==> config.mk <==
export PLATFORM = sky130hd
export DESIGN_NAME = rainbow_hsv_pixel_generator
export DESIGN_NICKNAME = d
export VERILOG_FILES = /design/src/rtl/core/rhsv_pkg.sv /design/src/rtl/core/rhsv_front.sv /design/src/rtl/core/rhsv_queue.sv /design/src/rtl/core/rhsv_back.sv /design/src/rtl/core/rainbow_hsv_pixel_generator.sv
export SDC_FILE = /design/constraint.sdc
export NUM_CORES = 1
export LEC_CHECK = 0
export BUFFER_PORTS_ARGS = -buffer_cell sky130_fd_sc_hd__buf_4
export CAP_MARGIN = 5
export CELL_PAD_IN_SITES_DETAIL_PLACEMENT = 0
export CELL_PAD_IN_SITES_GLOBAL_PLACEMENT = 1
export CORE_ASPECT_RATIO = 1.75
export CORE_MARGIN = 2
export CORE_UTILIZATION = 35
export CTS_CLUSTER_SIZE = 10
export DETAILED_ROUTE_END_ITERATION = 8
export GPL_TIMING_DRIVEN = 1
export PLACE_DENSITY_LB_ADDON = 0.1
export RECOVER_POWER = 100
export SLEW_MARGIN = 20
export SYNTH_ARGS = -nofsm -noshare
export SYNTH_HDL_FRONTEND = slang
export SYNTH_SLANG_ARGS = --single-unit
==> constraint.sdc <==
create_clock -name clock -period 10.4 [get_ports clock]
set_input_delay 2.08 -clock clock [delete_from_list [all_inputs] [get_ports clock]]
set_output_delay 2.08 -clock clock [all_outputs]
set_load 0.05 [all_outputs]
==> src/rtl/core/rhsv_pkg.sv <==
// Shared constants, types and state encodings for the rainbow HSV pixel generator.
package rhsv_pkg;

   localparam int MAX_LEDS    = 64;
   localparam int CNT_W       = 7;
   localparam int IDX_W       = 6;
   localparam int HUE_W       = 16;
   localparam int CH_W        = 8;
   localparam int CSR_IDX_W   = 3;
   localparam int CSR_DATA_W  = 16;
   localparam int QUEUE_DEPTH = 2;
   localparam int QPTR_W      = (QUEUE_DEPTH > 1) ? $clog2(QUEUE_DEPTH) : 1;
   localparam int QCNT_W      = $clog2(QUEUE_DEPTH + 1);

   localparam logic [CNT_W-1:0] RST_LED_COUNT   = CNT_W'(64);
   localparam logic [HUE_W-1:0] RST_HUE_STEP    = HUE_W'(1024);
   localparam logic [HUE_W-1:0] RST_HUE_ADVANCE = HUE_W'(328);
   localparam logic [CH_W-1:0]  RST_SATURATION  = CH_W'(255);
   localparam logic [CH_W-1:0]  RST_BRIGHTNESS  = CH_W'(255);

   typedef enum logic [CSR_IDX_W-1:0] {
      CSR_LED_COUNT   = 3'd0,
      CSR_HUE_STEP    = 3'd1,
      CSR_HUE_ADVANCE = 3'd2,
      CSR_SATURATION  = 3'd3,
      CSR_BRIGHTNESS  = 3'd4
   } csr_index_type;

   typedef struct packed {
      logic [CNT_W-1:0] led_count;
      logic [HUE_W-1:0] hue_step;
      logic [HUE_W-1:0] hue_advance;
      logic [CH_W-1:0]  saturation;
      logic [CH_W-1:0]  brightness;
   } cfg_type;

   typedef struct packed {
      logic [HUE_W-1:0] start_hue;
      logic [CNT_W-1:0] led_count;
   } frame_cmd_type;

   typedef struct packed {
      logic          push;
      logic          pop;
      logic          full;
      logic          valid;
   } queue_ctl_type;

   typedef enum logic [2:0] {
      BK_IDLE,
      BK_FS,
      BK_FT,
      BK_Q,
      BK_T,
      BK_P,
      BK_WB
   } back_state_type;

endpackage

==> src/rtl/core/rhsv_front.sv <==
// Front end: register file, frame item intake, start hue tracking and frame command issue.
module rhsv_front (
   input  logic                                clock,
   input  logic                                reset,
   input  logic                                req_valid,
   output logic                                req_ready,
   input  logic                                req_frame_tick,
   input  logic                                csr_write,
   input  logic [rhsv_pkg::CSR_IDX_W-1:0]      csr_index,
   input  logic [rhsv_pkg::CSR_DATA_W-1:0]     csr_wdata,
   input  logic                                queue_full,
   output logic                                queue_push,
   output rhsv_pkg::frame_cmd_type             queue_entry,
   output rhsv_pkg::cfg_type                   cfg
);

   rhsv_pkg::cfg_type                   cfg_ff, cfg_in;
   logic [rhsv_pkg::HUE_W-1:0]          start_hue_ff, start_hue_in;
   logic [rhsv_pkg::CNT_W-1:0]          count_sat;
   logic                                accept;

   assign req_ready = !queue_full;
   assign accept    = req_valid && req_ready;
   assign cfg       = cfg_ff;

   assign count_sat = (cfg_ff.led_count > rhsv_pkg::CNT_W'(rhsv_pkg::MAX_LEDS)) ?
                      rhsv_pkg::CNT_W'(rhsv_pkg::MAX_LEDS) : cfg_ff.led_count;

   // ticks of zero are dropped; empty frames only advance the start hue
   assign queue_push            = accept && req_frame_tick && (count_sat != '0);
   assign queue_entry.start_hue = start_hue_ff;
   assign queue_entry.led_count = count_sat;

   always_comb begin
      start_hue_in = start_hue_ff;
      if (accept && req_frame_tick) begin
         start_hue_in = start_hue_ff + cfg_ff.hue_advance;
      end
   end

   always_comb begin
      cfg_in = cfg_ff;
      if (csr_write) begin
         unique case (rhsv_pkg::csr_index_type'(csr_index))
            rhsv_pkg::CSR_LED_COUNT:   cfg_in.led_count   = csr_wdata[rhsv_pkg::CNT_W-1:0];
            rhsv_pkg::CSR_HUE_STEP:    cfg_in.hue_step    = csr_wdata[rhsv_pkg::HUE_W-1:0];
            rhsv_pkg::CSR_HUE_ADVANCE: cfg_in.hue_advance = csr_wdata[rhsv_pkg::HUE_W-1:0];
            rhsv_pkg::CSR_SATURATION:  cfg_in.saturation  = csr_wdata[rhsv_pkg::CH_W-1:0];
            rhsv_pkg::CSR_BRIGHTNESS:  cfg_in.brightness  = csr_wdata[rhsv_pkg::CH_W-1:0];
            default:                   cfg_in = cfg_ff;
         endcase
      end
   end

   always_ff @(posedge clock) begin
      if (reset) begin
         cfg_ff.led_count   <= rhsv_pkg::RST_LED_COUNT;
         cfg_ff.hue_step    <= rhsv_pkg::RST_HUE_STEP;
         cfg_ff.hue_advance <= rhsv_pkg::RST_HUE_ADVANCE;
         cfg_ff.saturation  <= rhsv_pkg::RST_SATURATION;
         cfg_ff.brightness  <= rhsv_pkg::RST_BRIGHTNESS;
         start_hue_ff       <= '0;
      end else begin
         cfg_ff       <= cfg_in;
         start_hue_ff <= start_hue_in;
      end
   end

endmodule

==> src/rtl/core/rhsv_queue.sv <==
// Small FIFO of frame commands between the front end and the pixel sequencer.
module rhsv_queue (
   input  logic                      clock,
   input  logic                      reset,
   input  logic                      push,
   input  rhsv_pkg::frame_cmd_type   push_entry,
   input  logic                      pop,
   output rhsv_pkg::frame_cmd_type   head,
   output rhsv_pkg::queue_ctl_type   status
);

   rhsv_pkg::frame_cmd_type           entries_ff [rhsv_pkg::QUEUE_DEPTH];
   logic [rhsv_pkg::QPTR_W-1:0]       wr_ptr_ff, wr_ptr_in;
   logic [rhsv_pkg::QPTR_W-1:0]       rd_ptr_ff, rd_ptr_in;
   logic [rhsv_pkg::QCNT_W-1:0]       fill_ff, fill_in;
   logic                              do_push, do_pop;

   assign status.full  = (fill_ff == rhsv_pkg::QCNT_W'(rhsv_pkg::QUEUE_DEPTH));
   assign status.valid = (fill_ff != '0);
   assign status.push  = do_push;
   assign status.pop   = do_pop;
   assign do_push      = push && !status.full;
   assign do_pop       = pop && status.valid;
   assign head         = entries_ff[rd_ptr_ff];

   always_comb begin
      wr_ptr_in = wr_ptr_ff;
      rd_ptr_in = rd_ptr_ff;
      fill_in   = fill_ff;
      if (do_push) begin
         wr_ptr_in = (wr_ptr_ff == rhsv_pkg::QPTR_W'(rhsv_pkg::QUEUE_DEPTH - 1)) ?
                     '0 : wr_ptr_ff + 1'b1;
      end
      if (do_pop) begin
         rd_ptr_in = (rd_ptr_ff == rhsv_pkg::QPTR_W'(rhsv_pkg::QUEUE_DEPTH - 1)) ?
                     '0 : rd_ptr_ff + 1'b1;
      end
      if (do_push && !do_pop) begin
         fill_in = fill_ff + 1'b1;
      end else if (do_pop && !do_push) begin
         fill_in = fill_ff - 1'b1;
      end
   end

   always_ff @(posedge clock) begin
      if (reset) begin
         wr_ptr_ff <= '0;
         rd_ptr_ff <= '0;
         fill_ff   <= '0;
      end else begin
         wr_ptr_ff <= wr_ptr_in;
         rd_ptr_ff <= rd_ptr_in;
         fill_ff   <= fill_in;
      end
   end

   always_ff @(posedge clock) begin
      if (do_push) begin
         entries_ff[wr_ptr_ff] <= push_entry;
      end
   end

endmodule

==> src/rtl/core/rhsv_back.sv <==
// Back end: per-pixel HSV to RGB sequencer on one shared multiplier, with the result register.
module rhsv_back (
   input  logic                             clock,
   input  logic                             reset,
   input  rhsv_pkg::cfg_type                cfg,
   input  rhsv_pkg::frame_cmd_type          cmd,
   input  rhsv_pkg::queue_ctl_type          queue_status,
   output logic                             cmd_pop,
   output logic                             rsp_valid,
   input  logic                             rsp_ready,
   output logic [rhsv_pkg::IDX_W-1:0]       rsp_led_index,
   output logic [rhsv_pkg::CH_W-1:0]        rsp_red,
   output logic [rhsv_pkg::CH_W-1:0]        rsp_green,
   output logic [rhsv_pkg::CH_W-1:0]        rsp_blue,
   output logic                             rsp_last_pixel
);

   // 255 * 65536, full scale of the q and t numerators
   localparam logic [23:0] DEN = 24'hFF0000;

   function automatic logic [7:0] div255(input logic [15:0] y);
      logic [7:0] est;
      logic [8:0] rem;
      begin
         est = y[15:8];
         rem = {1'b0, y[7:0]} + {1'b0, est};
         div255 = (rem >= 9'd255) ? est + 8'd1 : est;
      end
   endfunction

   rhsv_pkg::back_state_type            state_ff, state_in;
   logic [rhsv_pkg::HUE_W-1:0]          hue_ff, hue_in;
   logic [rhsv_pkg::IDX_W-1:0]          idx_ff, idx_in;
   logic [rhsv_pkg::CNT_W-1:0]          count_ff, count_in;
   logic [31:0]                         mul_ff, mul_in;
   logic [23:0]                         fs_ff, ts_ff;
   logic [15:0]                         yq_ff, yt_ff;
   logic                                rsp_valid_ff, rsp_valid_in;
   logic [rhsv_pkg::IDX_W-1:0]          idx_out_ff;
   logic [rhsv_pkg::CH_W-1:0]           red_ff, green_ff, blue_ff;
   logic                                last_out_ff;

   logic [18:0]                         h6;
   logic [2:0]                          sector;
   logic [15:0]                         frac;
   logic [23:0]                         mul_a;
   logic [7:0]                          mul_b;
   logic                                mul_en;
   logic                                start;
   logic                                emit;
   logic                                last;
   logic                                out_free;
   logic [7:0]                          val_p, val_q, val_t, val_v;
   logic [7:0]                          red_in, green_in, blue_in;

   assign h6     = {1'b0, hue_ff, 2'b00} + {2'b00, hue_ff, 1'b0};
   assign sector = h6[18:16];
   assign frac   = h6[15:0];
   assign last   = ({1'b0, idx_ff} + 1'b1) == count_ff;

   assign out_free = !rsp_valid_ff || rsp_ready;

   assign val_v = cfg.brightness;
   assign val_p = div255(mul_ff[31:16]);
   assign val_q = div255(yq_ff);
   assign val_t = div255(yt_ff);

   always_comb begin
      unique case (sector)
         3'd0:    begin red_in = val_v; green_in = val_t; blue_in = val_p; end
         3'd1:    begin red_in = val_q; green_in = val_v; blue_in = val_p; end
         3'd2:    begin red_in = val_p; green_in = val_v; blue_in = val_t; end
         3'd3:    begin red_in = val_p; green_in = val_q; blue_in = val_v; end
         3'd4:    begin red_in = val_t; green_in = val_p; blue_in = val_v; end
         default: begin red_in = val_v; green_in = val_p; blue_in = val_q; end
      endcase
   end

   always_comb begin
      state_in = state_ff;
      unique case (state_ff)
         rhsv_pkg::BK_IDLE: begin
            if (queue_status.valid) begin
               state_in = rhsv_pkg::BK_FS;
            end
         end
         rhsv_pkg::BK_FS: state_in = rhsv_pkg::BK_FT;
         rhsv_pkg::BK_FT: state_in = rhsv_pkg::BK_Q;
         rhsv_pkg::BK_Q:  state_in = rhsv_pkg::BK_T;
         rhsv_pkg::BK_T:  state_in = rhsv_pkg::BK_P;
         rhsv_pkg::BK_P:  state_in = rhsv_pkg::BK_WB;
         rhsv_pkg::BK_WB: begin
            if (out_free) begin
               state_in = last ? rhsv_pkg::BK_IDLE : rhsv_pkg::BK_FS;
            end
         end
         default: state_in = rhsv_pkg::BK_IDLE;
      endcase
   end

   always_comb begin
      start  = 1'b0;
      emit   = 1'b0;
      mul_en = 1'b1;
      mul_a  = '0;
      mul_b  = '0;
      unique case (state_ff)
         rhsv_pkg::BK_IDLE: begin
            mul_en = 1'b0;
            start  = queue_status.valid;
         end
         rhsv_pkg::BK_FS: begin
            mul_a = {8'd0, frac};
            mul_b = cfg.saturation;
         end
         rhsv_pkg::BK_FT: begin
            mul_a = 24'(17'h10000 - {1'b0, frac});
            mul_b = cfg.saturation;
         end
         rhsv_pkg::BK_Q: begin
            mul_a = DEN - fs_ff;
            mul_b = cfg.brightness;
         end
         rhsv_pkg::BK_T: begin
            mul_a = DEN - ts_ff;
            mul_b = cfg.brightness;
         end
         rhsv_pkg::BK_P: begin
            mul_a = {8'(8'd255 - cfg.saturation), 16'd0};
            mul_b = cfg.brightness;
         end
         rhsv_pkg::BK_WB: begin
            mul_en = 1'b0;
            emit   = out_free;
         end
         default: mul_en = 1'b0;
      endcase
   end

   assign cmd_pop = start;
   assign mul_in  = {8'd0, mul_a} * {24'd0, mul_b};

   always_comb begin
      hue_in   = hue_ff;
      idx_in   = idx_ff;
      count_in = count_ff;
      if (start) begin
         hue_in   = cmd.start_hue;
         idx_in   = '0;
         count_in = cmd.led_count;
      end else if (emit && !last) begin
         hue_in = hue_ff + cfg.hue_step;
         idx_in = idx_ff + 1'b1;
      end
   end

   assign rsp_valid_in = emit || (rsp_valid_ff && !rsp_ready);

   always_ff @(posedge clock) begin
      if (reset) begin
         state_ff     <= rhsv_pkg::BK_IDLE;
         rsp_valid_ff <= 1'b0;
      end else begin
         state_ff     <= state_in;
         rsp_valid_ff <= rsp_valid_in;
      end
   end

   always_ff @(posedge clock) begin
      hue_ff   <= hue_in;
      idx_ff   <= idx_in;
      count_ff <= count_in;
      if (mul_en) begin
         mul_ff <= mul_in;
      end
      if (state_ff == rhsv_pkg::BK_FT) begin
         fs_ff <= mul_ff[23:0];
      end
      if (state_ff == rhsv_pkg::BK_Q) begin
         ts_ff <= mul_ff[23:0];
      end
      if (state_ff == rhsv_pkg::BK_T) begin
         yq_ff <= mul_ff[31:16];
      end
      if (state_ff == rhsv_pkg::BK_P) begin
         yt_ff <= mul_ff[31:16];
      end
      if (emit) begin
         idx_out_ff  <= idx_ff;
         red_ff      <= red_in;
         green_ff    <= green_in;
         blue_ff     <= blue_in;
         last_out_ff <= last;
      end
   end

   assign rsp_valid      = rsp_valid_ff;
   assign rsp_led_index  = idx_out_ff;
   assign rsp_red        = red_ff;
   assign rsp_green      = green_ff;
   assign rsp_blue       = blue_ff;
   assign rsp_last_pixel = last_out_ff;

endmodule

==> src/rtl/core/rainbow_hsv_pixel_generator.sv <==
// Top level of the rainbow HSV pixel generator.
// Each accepted frame item with frame_tick set yields led_count result items (capped at 64),
// LED 0 first, with last_pixel on the final one; a count of zero yields none but still moves
// the start hue on. Each pixel runs through the back-end sequencer in five passes through its
// single shared 24x8 multiplier plus one write-back; the next pixel starts only after that
// write-back, which waits while the result side stalls. Up to two frame items wait in a queue
// ahead of the sequencer; the input stalls only when that queue is full.
module rainbow_hsv_pixel_generator (
   input  logic                               clock,
   input  logic                               reset,
   input  logic                               req_valid,
   output logic                               req_ready,
   input  logic                               req_frame_tick,
   output logic                               rsp_valid,
   input  logic                               rsp_ready,
   output logic [rhsv_pkg::IDX_W-1:0]         rsp_led_index,
   output logic [rhsv_pkg::CH_W-1:0]          rsp_red,
   output logic [rhsv_pkg::CH_W-1:0]          rsp_green,
   output logic [rhsv_pkg::CH_W-1:0]          rsp_blue,
   output logic                               rsp_last_pixel,
   input  logic                               csr_write,
   input  logic [rhsv_pkg::CSR_IDX_W-1:0]     csr_index,
   input  logic [rhsv_pkg::CSR_DATA_W-1:0]    csr_wdata
);

   rhsv_pkg::cfg_type         cfg;
   rhsv_pkg::frame_cmd_type   push_entry;
   rhsv_pkg::frame_cmd_type   head;
   rhsv_pkg::queue_ctl_type   queue_status;
   logic                      queue_push;
   logic                      cmd_pop;

   rhsv_front u_front (
      .clock          (clock),
      .reset          (reset),
      .req_valid      (req_valid),
      .req_ready      (req_ready),
      .req_frame_tick (req_frame_tick),
      .csr_write      (csr_write),
      .csr_index      (csr_index),
      .csr_wdata      (csr_wdata),
      .queue_full     (queue_status.full),
      .queue_push     (queue_push),
      .queue_entry    (push_entry),
      .cfg            (cfg)
   );

   rhsv_queue u_queue (
      .clock      (clock),
      .reset      (reset),
      .push       (queue_push),
      .push_entry (push_entry),
      .pop        (cmd_pop),
      .head       (head),
      .status     (queue_status)
   );

   rhsv_back u_back (
      .clock          (clock),
      .reset          (reset),
      .cfg            (cfg),
      .cmd            (head),
      .queue_status   (queue_status),
      .cmd_pop        (cmd_pop),
      .rsp_valid      (rsp_valid),
      .rsp_ready      (rsp_ready),
      .rsp_led_index  (rsp_led_index),
      .rsp_red        (rsp_red),
      .rsp_green      (rsp_green),
      .rsp_blue       (rsp_blue),
      .rsp_last_pixel (rsp_last_pixel)
   );

endmodule

# Yosys cells after proc, flatten, opt, wreduce, memory -nomap -nowiden
# Memories as Yosys holds them, arrays and structs flattened. A register that Yosys moved wholly into a read port is not among the register bits.
# Index checks and enable logic that the tools add are counted.
[op_classes]
n_reduce_logical = 37
order_cmp = 4
n_mul = 1
mux = 26
add_sub_neg = 19
n_eq_ne = 18
[ops]
columns = ["op", "count"]
rows = [
  ["$pmux 24 s5", 1],
  ["$pmux 8 s3", 3],
  ["$sub 24x24->24 const A", 2],
  ["$add 16x16->16", 2],
  ["$mul 24x8->32", 1],
  ["$mux 16", 2],
  ["$add 8x8->9", 3],
  ["$ge 9x8->1 const B", 3],
  ["$add 8x1->8 const B", 3],
  ["$mux 8", 3],
  ["$pmux 3 s7", 1],
  ["$add 18x17->19", 1],
  ["$eq 3x2->1 const B", 6],
  ["$sub 17x16->18 const A", 1],
  ["$pmux 8 s2", 1],
  ["$eq 3x3->1 const B", 5],
  ["$reduce_and 2->1", 6],
  ["$mux 1", 10],
  ["$reduce_or 2->1", 5],
  ["$eq 3x1->1 const B", 3],
  ["$logic_and 1x1->1", 9],
  ["$logic_not 3->1", 3],
  ["$sub 8x8->8 const A", 1],
  ["$add 6x1->7 const B", 1],
  ["17 further kinds", 29],
]
[totals]
mem_bits_rw = 46
register_bits = 251
memories = 1
[memory_table]
columns = ["name", "words", "width", "read_ports", "rd_clocked_by_memory_dff", "wr", "line", "rtl"]
rows = [
  ["u_queue.entries_ff", 2, 23, 1, 1, 1, "rhsv_queue.sv:12", "rhsv_pkg::frame_cmd_type entries_ff [rhsv_pkg::QUEUE_DEPTH];"],
]

# Logic depth before layout (Yosys ltp)
# Gate-level depths: netlist of run 1.
[depth]
ltp_word = 10
mapped_depth = 34
depth_no_buf = 30

# Cells and area by module
# A second synthesis of run 1 with hierarchy kept.
[unflattened]
hier_cells = 2288
area_unflattened_um2 = 22524.1
[by_module_without_submodules]
columns = ["mod", "cells_each", "n_inst", "area_per_inst_um2", "seq_area_each_um2"]
rows = [
  ["rhsv_back", 1760, 1, 17221.5, 5185.0],
  ["rhsv_front", 429, 1, 3413.3, 1421.4],
  ["rhsv_queue", 99, 1, 1889.3, 1481.4],
]

# Worst setup path after synthesis of run 1
# OpenSTA, ideal clock, no wires.
[synth_path]
path_type = "flip-flop to flip-flop"
from = "register u_back.state_ff[0]"
to = "register u_back.mul_ff[28] (data pin)"
stages_incl_launch_ff = 33
period_less_slack_ns = 8.740
t_arrival_ns = 8.481
slack_ns = 1.660
n_path_buf = 5
setup_ns = 0.259
t_required_ns = 10.141
path_cell_list = "dfxtp_1 -> buf_2 -> or3b_1 -> clkbuf_2 -> inv_2 -> buf_4 -> clkbuf_1 -> buf_1 -> mux2i_1 -> ha_1 -> nand3_1 -> or2_2 -> nor2_1 -> xor2_1 -> o22ai_1 -> a221oi_2 -> nor2_1 -> fa_1 -> inv_1 -> fa_1 -> fa_1 -> fa_1 -> inv_1 -> ha_1 -> and4_1 -> a21oi_1 -> nand2_1 -> o41ai_1 -> a31oi_1 -> a211oi_1 -> o21bai_1 -> a21o_1 -> xor2_1"
[synth_between]
elab_chain_len = 4
[synth_lines]
columns = ["item", "line", "rtl"]
rows = [
  ["from (decl)", "rhsv_back.sv:31", "rhsv_pkg::back_state_type state_ff, state_in;"],
  ["from (signal assigned)", "rhsv_back.sv:161", "state_ff <= rhsv_pkg::BK_IDLE;"],
  ["from (signal assigned)", "rhsv_back.sv:164", "state_ff <= state_in;"],
  ["$eq 3x3->1 (tied with other cells)", "rhsv_back.sv:107", "unique case (state_ff)"],
  ["$reduce_or 3->1 (no line) / $reduce_or 2->1 (equally long branches)", "n/a", ""],
  ["$pmux 8 s2", "rhsv_back.sv:107", ""],
  ["$mul 24x8->32 (*)", "rhsv_back.sv:141", "assign mul_in = {8'd0, mul_a} * {24'd0, mul_b};"],
  ["named net u_back.mul_in[28]", "rhsv_back.sv:35", "logic [31:0] mul_ff, mul_in;"],
  ["to (signal assigned)", "rhsv_back.sv:174", "mul_ff <= mul_in;"],
  ["to (decl)", "rhsv_back.sv:35", ""],
]
# The timed path passes the listed nets; every way through them passes the cells marked *.
# A chain may end at the register's enable or synchronous reset.

# Worst setup path in the final report of run 1
[layout_path]
from = "register u_back.state_ff[1]"
to = "register u_back.mul_ff[28] (data pin)"
# The elaborated chain is that of the path after synthesis.

==> results.yml, run 1 <==
clocking:
  htreeDepth: 2
  numClockSinks: 298
  cts_tree: "yes"
  clk_path_buf_depth: 3
  root_buffer: "clkbuf_16"
  ctsHoldBuffers: 0
  clk-insertion-delay-late_ps: 570
  cts_resized: 0
  cts_buffers: 37
  post_cts_buffers: 0
  clk_pin_slew_ps: 50
floorplanning:
  dieArea_mm2: 0.0651
  start_util_pct: 35.4
  die_h_um: 336
  fp-row-count: 121
  io_pins: 58
  fp.coreArea_mm2: 0.0622
  die_w_um: 194
finish:
  fillers: 6204
  drive_above_1_share_pct: 7.13
  nets: 2593
  stdcell_count: 3127
  final_area_mm2: 0.0244
  syn_to_final_growth_pct: 10.8
  diodes: 0
yosys:
  synth-async-reset-ratio_pct: 0
  synthXorXnorAreaFrac_pct: 5.99
  yosysSeqAreaShare_pct: 36.7
  ys.warnings.count: 0
  ys_seq_elements: 298
  synth_cells: 2247
  synth_nets: 2540
  ys.flop_type: "edfxtp_1"
  synth_edf_count: 212
  synth_cell_types: 89
  syn_area_per_cell_um2: 9.81
  synth-compound-area-share_pct: 14.2
  synthAdderAreaFrac_pct: 19.9
  synth_top_family_by_area: "adder cells"
  synthMuxAreaShare_pct: 2.13
  syn-cell-area_mm2: 0.0220
  synthSimpleGateAreaFrac_pct: 16.7
routing:
  drt_iter0_drc: 717
  wirelength_um: 65900
  wl_per_cell_um: 21.1
  first_pass_iters: 5
  drc: 0
  viasPerCell: 5.30
  vias: 16600
  antenna_left: 0
global_routing:
  overflow: 0
  grt_pass1_vias: 17700
  grt_pass1_wl_um: 102000
  grt_max_degree: 83
  track_usage_pct: 20.4
  antenna_found_initial: 0
setup_path:
  worstSetupPathType: "reg2reg"
  required_ps: 10710
  worstSetupEndpointType: "flop"
  start_kind: "flop"
  reg2reg_slack_ps: 890
  path_max_fanout: 22
  arrival_ps: 9820
sta:
  timing.fmax_ghz: 0.105
  min_period_over_period_pct: 91.4
  setup_violations: 0
  slew_headroom_pct: -158
  hold_viol: 0
  drv_slew: 269
  setup-tns-final_ps: 0
  rsz0062_at_grt: "no"
  clock_skew_ps: 22.8
  min_period_ps: 9510
  tightest_slew_ps: 3860
outcome:
  violations: "max-capacitance violations, max-slew violations"
  status: "finished, violations left"
run:
  cap_violations: 8
pwr:
  peakVddDrop_mv: 0.169
  p_per_area_mw_per_mm2: 329
  p_total_mw: 8.03
  leakage_nw: 9.63
placed_design:
  post-dp-hpwl_um: 50800
  placed_cells: 3060
  place_congestion: 0.842
  port-buffer-count: 57
  post_dp_cell_area_mm2: 0.0235
hold_path:
  min_path_type: "reg2reg"
[sequential cells by signal, summed over array words and instances, names as in the netlist, 24 cells and up, named ones only]
| register | cells |
|---|---|
| u_front.cfg | 55 |
| u_queue.entries_ff | 46 |
| u_back.mul_ff | 32 |
| u_back.fs_ff | 24 |
| u_back.ts_ff | 24 |
[routing by layer]
layer  track usage (%)  part of all wire, %
met5                 0                    0
met4              8.46                  4.1
met3              2.10                  2.8
met2              41.7                   57
met1              20.5                   36
[path summary, 6_finish.rpt]
check / start / endpoint / cells past startpoint
max reg2reg: u_back.state_ff[1] / u_back.mul_ff[28] / 22
min: u_back.mul_ff[0] / u_back.fs_ff[0] / 0
max: u_back.state_ff[1] / u_back.mul_ff[28] / 22
min reg2reg: u_back.mul_ff[0] / u_back.fs_ff[0] / 0
[power by group]
part           leakage (nW)  internal, mW  switching [mW]
Sequential             2.67          1.72           0.225
Clock                 0.542         0.714           0.515
Combinational          6.42          1.69            3.17
[synthesized netlist by cell type, drive strengths merged (17+ instances only)]
cell,count,share of area [%]
and2,17,0.48
dfxtp,86,7.8
nand2,236,4.0
o22ai,21,0.66
a21oi,145,3.3
a21o,31,1.1
xor2,60,2.4
and3,22,0.62
inv,179,3.0
o21ai,70,1.6
clkbuf,65,1.1
mux2i,23,1.1
nand3b,23,0.78
or2,20,0.57
edfxtp,212,29
nor3,43,1.1
a211oi,22,0.84
or3,20,0.57
a31oi,17,0.55
nand3,44,1.0
nor2b,30,0.85
nand2b,39,1.1
ha,130,7.4
xnor2,90,3.6
o21a,19,0.65
fa,138,13
nor2,232,3.9
a22oi,18,0.61
mux2,21,1.1
[kinds of logic after synthesis]
group | Yosys count
adders and majority gates | 268
DFF | 298
muxes | 44
xor gates and xnor gates | 150
and+or+nand+nor | 771
buffers and inverters | 257
AOI/OAI and AO/OA | 459
[critical path, cell delays in order, from the launching register on]
cell and delay (ps):
dfxtp_1 320, clkbuf_1 920, nand3_1 160, clkbuf_1 480
inv_1 580, clkbuf_1 1060, a221oi_1 190, buf_4 250
or2_2 310, fa_1 510, fa_1 460, fa_1 550
inv_1 60, fa_1 480, ha_1 250, or3_1 420
o21ba_2 260, o41ai_1 670, a31oi_1 310, a211oi_1 520
o21bai_1 130, a21o_1 210, xor2_1 130
[layout make-up]
| cell class | instances | area (um^2) | area share (%) |
|---|---|---|---|
| multi-input cells | 1692 | 13000 | 53.3 |
| flip-flops and latches | 298 | 8090 | 33.1 |
| clock buffers | 59 | 1040 | 4.26 |
| well taps | 799 | 1000 | 4.09 |
| inverters | 180 | 676 | 2.77 |
| repair buffers | 91 | 507 | 2.08 |
| clock inverters | 8 | 87.6 | 0.359 |
[stage by stage]
stage,hold slack [ps],worst slack (ps),util [%]
after floorplan,406,1660,-
after global placement,423,1260,37.7
after detailed placement,432,1040,37.7
after CTS,445,1040,39.6
after global routing,456,306,39.2
final,444,889,39.2
[layout by cell type, fill, tap and decap left out, types with 23 or more instances in the layout]
cell type    n
a21oi_1    137
inv_1      178
edfxtp_1   212
nand2b_1    39
clkbuf_1    67
buf_4       43
xnor2_1     89
nand3_1     44
dfxtp_1     86
nor3_1      40
ha_1       130
clkbuf_16   38
nor2b_1     30
fa_1       138
nand3b_1    23
a21o_1      31
nor2_1     232
xor2_1      59
o21ai_0     63
nand2_1    236
Power figures use the tool's default switching activity.
==> inputs of run 2 (changes only) <==
--- a/config.mk
+++ b/config.mk
@@ -11,7 +11,7 @@
 export CELL_PAD_IN_SITES_GLOBAL_PLACEMENT = 1
 export CORE_ASPECT_RATIO = 1.75
 export CORE_MARGIN = 2
-export CORE_UTILIZATION = 35
+export CORE_UTILIZATION = 32
 export CTS_CLUSTER_SIZE = 10
 export DETAILED_ROUTE_END_ITERATION = 8
 export GPL_TIMING_DRIVEN = 1
==> results.yml, run 2 (synthesis gave the netlist of run 1 again) <==
outcome:
  status: "finished, violations left"
  violations: "max-capacitance violations, max-slew violations"
clocking:
  clk_pin_slew_ps: 60
  htreeDepth: 2
  ctsHoldBuffers: 0
  cts_tree: "yes"
  cts_buffers: 36
  clk-insertion-delay-late_ps: 550
  post_cts_buffers: 0
  root_buffer: "clkbuf_16"
  clk_path_buf_depth: 3
  numClockSinks: 298
  cts_resized: 0
finish:
  final_common_cell: "nand2_1"
  nets: 2592
  largest_reg_flops: 55
  drive_above_1_share_pct: 7.02
  syn_to_final_growth_pct: 11.1
  layout_common_cells: "nand2_1, nor2_1, edfxtp_1, inv_1, fa_1"
  diodes: 0
placed_design:
  post-dp-hpwl_um: 52300
  pre_cts_ws_ps: 1340
  port-buffer-count: 57
  place_congestion: 0.853
setup_path:
  worstSetupPathType: "reg2reg"
  path_max_fanout: 12
  crit_start: "u_back.state_ff[0]"
  required_ps: 10690
  crit_top_cell: "fa_1"
  slowest_stage: "o41ai_1"
  worstSetupEndpointType: "flop"
  slowest_delay_ps: 730
  start_kind: "flop"
  arrival_ps: 9580
  r2r_start: "u_back.state_ff[0]"
hold_path:
  min_path_type: "reg2reg"
  worstHoldStart: "u_back.mul_ff[0]"
floorplanning:
  die_w_um: 202
  dieArea_mm2: 0.0711
  die_h_um: 351
  fp-row-count: 127
  io_pins: 58
  fp.coreArea_mm2: 0.0683
  start_util_pct: 32.3
global_routing:
  overflow: 0
  grt_max_degree: 83
  track_usage_pct: 19.0
  grt_pass1_wl_um: 103000
  antenna_found_initial: 0
  grt_pass1_vias: 17300
routing:
  antenna_left: 0
  wl_per_cell_um: 20.8
  wl_met1_um: 24600
  viasPerCell: 5.13
  drt_iter0_drc: 719
  wirelength_um: 67200
  first_pass_iters: 7
  dr_wl_met2_um: 38200
  wl_met3_um: 1440
  drc: 0
  top_layer_used: "met4"
  vias: 16500
sta:
  min_period_ps: 9290
  setup_violations: 0
  tightest_slew_ps: 4010
  setup-tns-final_ps: 0
  min_period_over_period_pct: 89.3
  rsz0062_at_grt: "no"
  hold_viol: 0
  clock_skew_ps: 21.2
  layout_setup_ws_ps: 1110
  timing.fmax_ghz: 0.108
  drv_slew: 246
  slew_headroom_pct: -167
pwr:
  leakage_nw: 9.61
  peakVddDrop_mv: 0.134
  p_per_area_mw_per_mm2: 330
run:
  cap_violations: 8
run 2: worst max-delay path: cells and delay by family (launching register included):
kind,cells,cell delay (ps)
xor gates and xnor gates,2,320
and+or+nand+nor,7,2720
muxes,1,390
buffers and inverters,2,460
AOI/OAI and AO/OA,8,2380
adders and majority gates,5,2430
DFF,1,310
run 2: final cells by class:
type / instances / area (um^2)
timing repair buffer: 91 / 510
multi-input combinational: 1692 / 13000
sequential: 298 / 8090
clock inverter: 5 / 77.6
inverter: 180 / 676
clock buffer: 55 / 993
tap: 903 / 1130
fill: 6987 / 43800
run 2: routing by layer:
layer	track usage, %	vias to the layer above
met4	7.87	0
met5	0	-
met1	19.5	8162
li1	-	7977
met3	1.65	111
met2	38.8	274
run 2: final timing paths:
| path | depth (start not counted) | slack, ps | end |
|---|---|---|---|
| worst max-delay path | 25 | 1110 | u_back.mul_ff[28] |
| worst min register to register | 0 | 430 | u_back.ts_ff[0] |
| worst max register to register | 25 | 1110 | u_back.mul_ff[28] |
| worst min-delay path | 0 | 430 | u_back.ts_ff[0] |
run 2: report_power, final:
group | internal, mW | leakage (nW) | switching (mW)
registers | 1.71 | 2.67 | 0.220
clock network | 0.687 | 0.514 | 0.509
logic | 1.72 | 6.42 | 3.22
run 2: through the flow:
| stage | instances | instance area (um^2) | total power, mW | hold slack, ps | utilization, % |
|---|---|---|---|---|---|
| 5_1_grt | 3224 | 24500 | 8.73 | 434 | 35.8 |
| 3_5_place_dp | 3164 | 23600 | 6.96 | 432 | 34.5 |
| 6_report | 3224 | 24500 | 8.07 | 431 | 35.8 |
| 4_1_cts | 3224 | 24700 | 8.20 | 428 | 36.1 |
| 3_3_place_gp | 3164 | 23600 | 6.97 | 428 | 34.5 |
| 2_1_floorplan | 2247 | 22000 | 5.30 | 406 | - |
==> inputs of run 3 (changes only) <==
--- a/config.mk
+++ b/config.mk
@@ -5,6 +5,7 @@
 export SDC_FILE = /design/constraint.sdc
 export NUM_CORES = 1
 export LEC_CHECK = 0
+export ABC_AREA = 1
 export BUFFER_PORTS_ARGS = -buffer_cell sky130_fd_sc_hd__buf_4
 export CAP_MARGIN = 5
 export CELL_PAD_IN_SITES_DETAIL_PLACEMENT = 0
@@ -12,6 +13,7 @@
 export CORE_ASPECT_RATIO = 1.75
 export CORE_MARGIN = 2
 export CORE_UTILIZATION = 32
+export CTS_BUF_LIST = sky130_fd_sc_hd__clkbuf_8 sky130_fd_sc_hd__clkbuf_16
 export CTS_CLUSTER_SIZE = 10
 export DETAILED_ROUTE_END_ITERATION = 8
 export GPL_TIMING_DRIVEN = 1
==> constraint.sdc (replaced) <==
create_clock -name clock -period 8.1 [get_ports clock]
set_input_delay 1.62 -clock clock [delete_from_list [all_inputs] [get_ports clock]]
set_output_delay 1.62 -clock clock [all_outputs]
set_load 0.05 [all_outputs]
==> results.yml, run 3 <==
yosys:
  yosysSeqAreaShare_pct: 35.3
  synth_nets: 3110
  syn_area_per_cell_um2: 8.13
  synth.most_common_cell: "nand2_1"
  synth-async-reset-ratio_pct: 0
  ys_seq_elements: 298
  syn-cell-area_mm2: 0.0229
  ys.warnings.count: 0
  synth_top_area_cell: "edfxtp_1"
  yosysTopAreaCellShare_pct: 27.8
  synth_common_cells: "nand2_1, inv_1, nor2_1"
  synth_edf_count: 212
  synth_cell_types: 53
  synth_cells: 2817
  ys.flop_type: "edfxtp_1"
  synthTopCellsByArea: "edfxtp_1, fa_1, nand2_1"
routing:
  viasPerCell: 4.96
  antenna_left: 0
  wirelength_um: 79000
  wl_per_cell_um: 20.6
  drc: 0
  drt_iter0_drc: 1073
  first_pass_iters: 5
  vias: 19000
finish:
  syn_to_final_growth_pct: 10.9
  nets: 3180
  fillers: 7497
  drive_above_1_share_pct: 6.42
  layout_common_cells: "nand2_1, inv_1, nor2_1, edfxtp_1, nand3_1"
  diodes: 0
  final_common_cell: "nand2_1"
  largest_reg_flops: 55
  final_core_util_pct: 35.9
clocking:
  ctsHoldBuffers: 0
  cts_buffers: 37
  clk_path_buf_depth: 3
  root_buffer: "clkbuf_16"
  clk-insertion-delay-late_ps: 560
  post_cts_buffers: 0
  numClockSinks: 298
  clk_pin_slew_ps: 60
  htreeDepth: 2
  cts_tree: "yes"
  cts_resized: 0
setup_path:
  worstPathCellList: "nor2_1 -> nand2_4 -> inv_1 -> nor2_1 -> inv_2 -> nand2_1 -> o21ai_1 -> nand2_1 -> fa_1 -> fa_1 -> fa_1 -> fa_1 -> inv_1 -> ha_1 -> nand2_1 -> o21ai_0 -> nand2_1 -> nand2_1 -> nand3_1 -> nand3_1 -> nand2_1 -> nand2_1 -> a21oi_1 -> xor2_1"
  worstSetupPathType: "reg2reg"
  slowest_stage: "inv_1"
  slowest_delay_ps: 590
  r2r_start: "u_back.state_ff[0]"
  cp_top_family: "adder cells"
  arrival_ps: 7540
  r2r_cells: 24
  crit_top_cell: "nand2_1"
  reg2reg_to: "u_back.mul_ff[31]"
  reg2reg_slack_ps: 860
  worstSetupEndpointType: "flop"
  path_max_fanout: 34
  worst-path-buf-inv: 3
  required_ps: 8400
  start_kind: "flop"
global_routing:
  track_usage_pct: 21.9
  antenna_found_initial: 0
  overflow: 0
  grt_pass1_vias: 20000
  grt_max_degree: 43
  grt_pass1_wl_um: 120000
outcome:
  violations: "max-capacitance violations, max-slew violations"
  status: "finished, violations left"
hold_path:
  worstHoldEndpoint: "u_back.ts_ff[0]"
  min_path_type: "reg2reg"
  hold_path_depth: 0
  worstHoldStart: "u_back.mul_ff[0]"
floorplanning:
  io_pins: 58
  start_util_pct: 32.4
  fp.coreArea_mm2: 0.0707
  die_w_um: 206
  die_h_um: 358
  fp-row-count: 129
  dieArea_mm2: 0.0738
sta:
  setup_violations: 0
  drv_slew: 184
  min_period_over_period_pct: 89.3
  timing.fmax_ghz: 0.138
  tightest_slew_ps: 2310
  min_period_ps: 7240
  slew_headroom_pct: -54.2
  hold_viol: 0
  clock_skew_ps: 22.7
  layout_setup_ws_ps: 865
  holdWs_ps: 449
  rsz0062_at_grt: "no"
  setup-tns-final_ps: 0
pwr:
  clkPwrFrac_pct: 13.2
  p_sw_share_pct: 53.7
  peakVddDrop_mv: 0.254
  leakage_nw: 11.8
  p_switching_mw: 6.57
  p_total_mw: 12.2
  p_per_area_mw_per_mm2: 482
  seq_power_share_pct: 21.6
  power_frac_comb_pct: 65.2
  p_int_mw: 5.67
run:
  cap_violations: 6
placed_design:
  place_congestion: 0.889
  post-dp-hpwl_um: 64500
  port-buffer-count: 57
  pre_cts_ws_ps: 969
-- run 3: cell count changes in the layout (fill, tap and decap cells not counted), moves of 30 or more --
cell,delta
nand2_1,+422
a21oi_1,+63
xnor2_1,-66
nor2b_1,-30
o21ai_0,+54
nand3_1,+159
inv_1,+272
nand2b_1,-39
-- run 3: worst max path at each step --
| stage | endpoint | slack, ps | start | cells after the start |
|---|---|---|---|---|
| floorplan | u_back.mul_ff[30] | 1770 | u_back.state_ff[0] | 28 |
| global placement | u_back.mul_ff[30] | 870 | u_back.hue_ff[1] | 32 |
| detailed placement | u_back.mul_ff[31] | 970 | u_back.hue_ff[1] | 31 |
| CTS | u_back.mul_ff[31] | 920 | u_back.hue_ff[1] | 33 |
| global route | u_back.mul_ff[30] | 220 | u_back.state_ff[0] | 32 |
| finish | u_back.mul_ff[31] | 860 | u_back.state_ff[0] | 24 |
-- run 3: per-stage QoR --
stage / std cells / instance area, um^2
floorplan: 2817 / 22900
global placement: 3765 / 24500
detailed placement: 3765 / 24500
CTS: 3831 / 25600
global route: 3831 / 25400
finish: 3831 / 25400
-- run 3: logic make-up after synthesis --
family                   synth area share, %
multiplexers                          0.0437
AND/OR/NAND/NOR                         23.8
flip-flops                              35.3
adder cells (fa/ha/maj)                 19.2
AO/OA/AOI/OAI                           10.3
buffers and inverters                   8.45
XOR/XNOR                                2.87
-- run 3: power groups by stage --
stage               Clock [mW]  Combinational (mW)  Sequential (mW)
floorplan                    0                5.27             2.47
global placement             0                8.13             2.67
detailed placement           0                8.06             2.68
CTS                       1.67                8.13             2.65
global route              1.71                8.93             2.68
finish                    1.61                7.98             2.65
-- run 3: worst reg2reg max path, stage by stage (launching register included) --
cell     delay [ps]
dfxtp_1         360
nor2_1          240
nand2_4         270
inv_1           600
nor2_1          210
inv_2           440
nand2_1         150
o21ai_1         530
nand2_1         190
fa_1            490
fa_1            570
fa_1            450
fa_1            570
inv_1            50
ha_1            390
nand2_1          70
o21ai_0         440
nand2_1         100
nand2_1         190
nand3_1          90
nand3_1         140
nand2_1          70
nand2_1         120
a21oi_1         110
xor2_1          150
-- run 3: layer usage --
layer / global-route usage, % / share of wire (%)
met5: 0 / 0
met4: 11.1 / 5.7
met3: 1.73 / 2.6
met2: 43.2 / 55
met1: 22.7 / 36
-- run 3: cell type report --
| class | instances | area [um^2] | area share [%] |
|---|---|---|---|
| Clock inverter | 26 | 181 | 0.714 |
| Tap cell | 917 | 1150 | 4.52 |
| Clock buffer | 40 | 978 | 3.85 |
| Inverter | 449 | 1690 | 6.65 |
| Timing Repair Buffer | 82 | 447 | 1.76 |
| Multi-Input combinational cell | 2019 | 12900 | 50.7 |
| Sequential cell | 298 | 8090 | 31.8 |
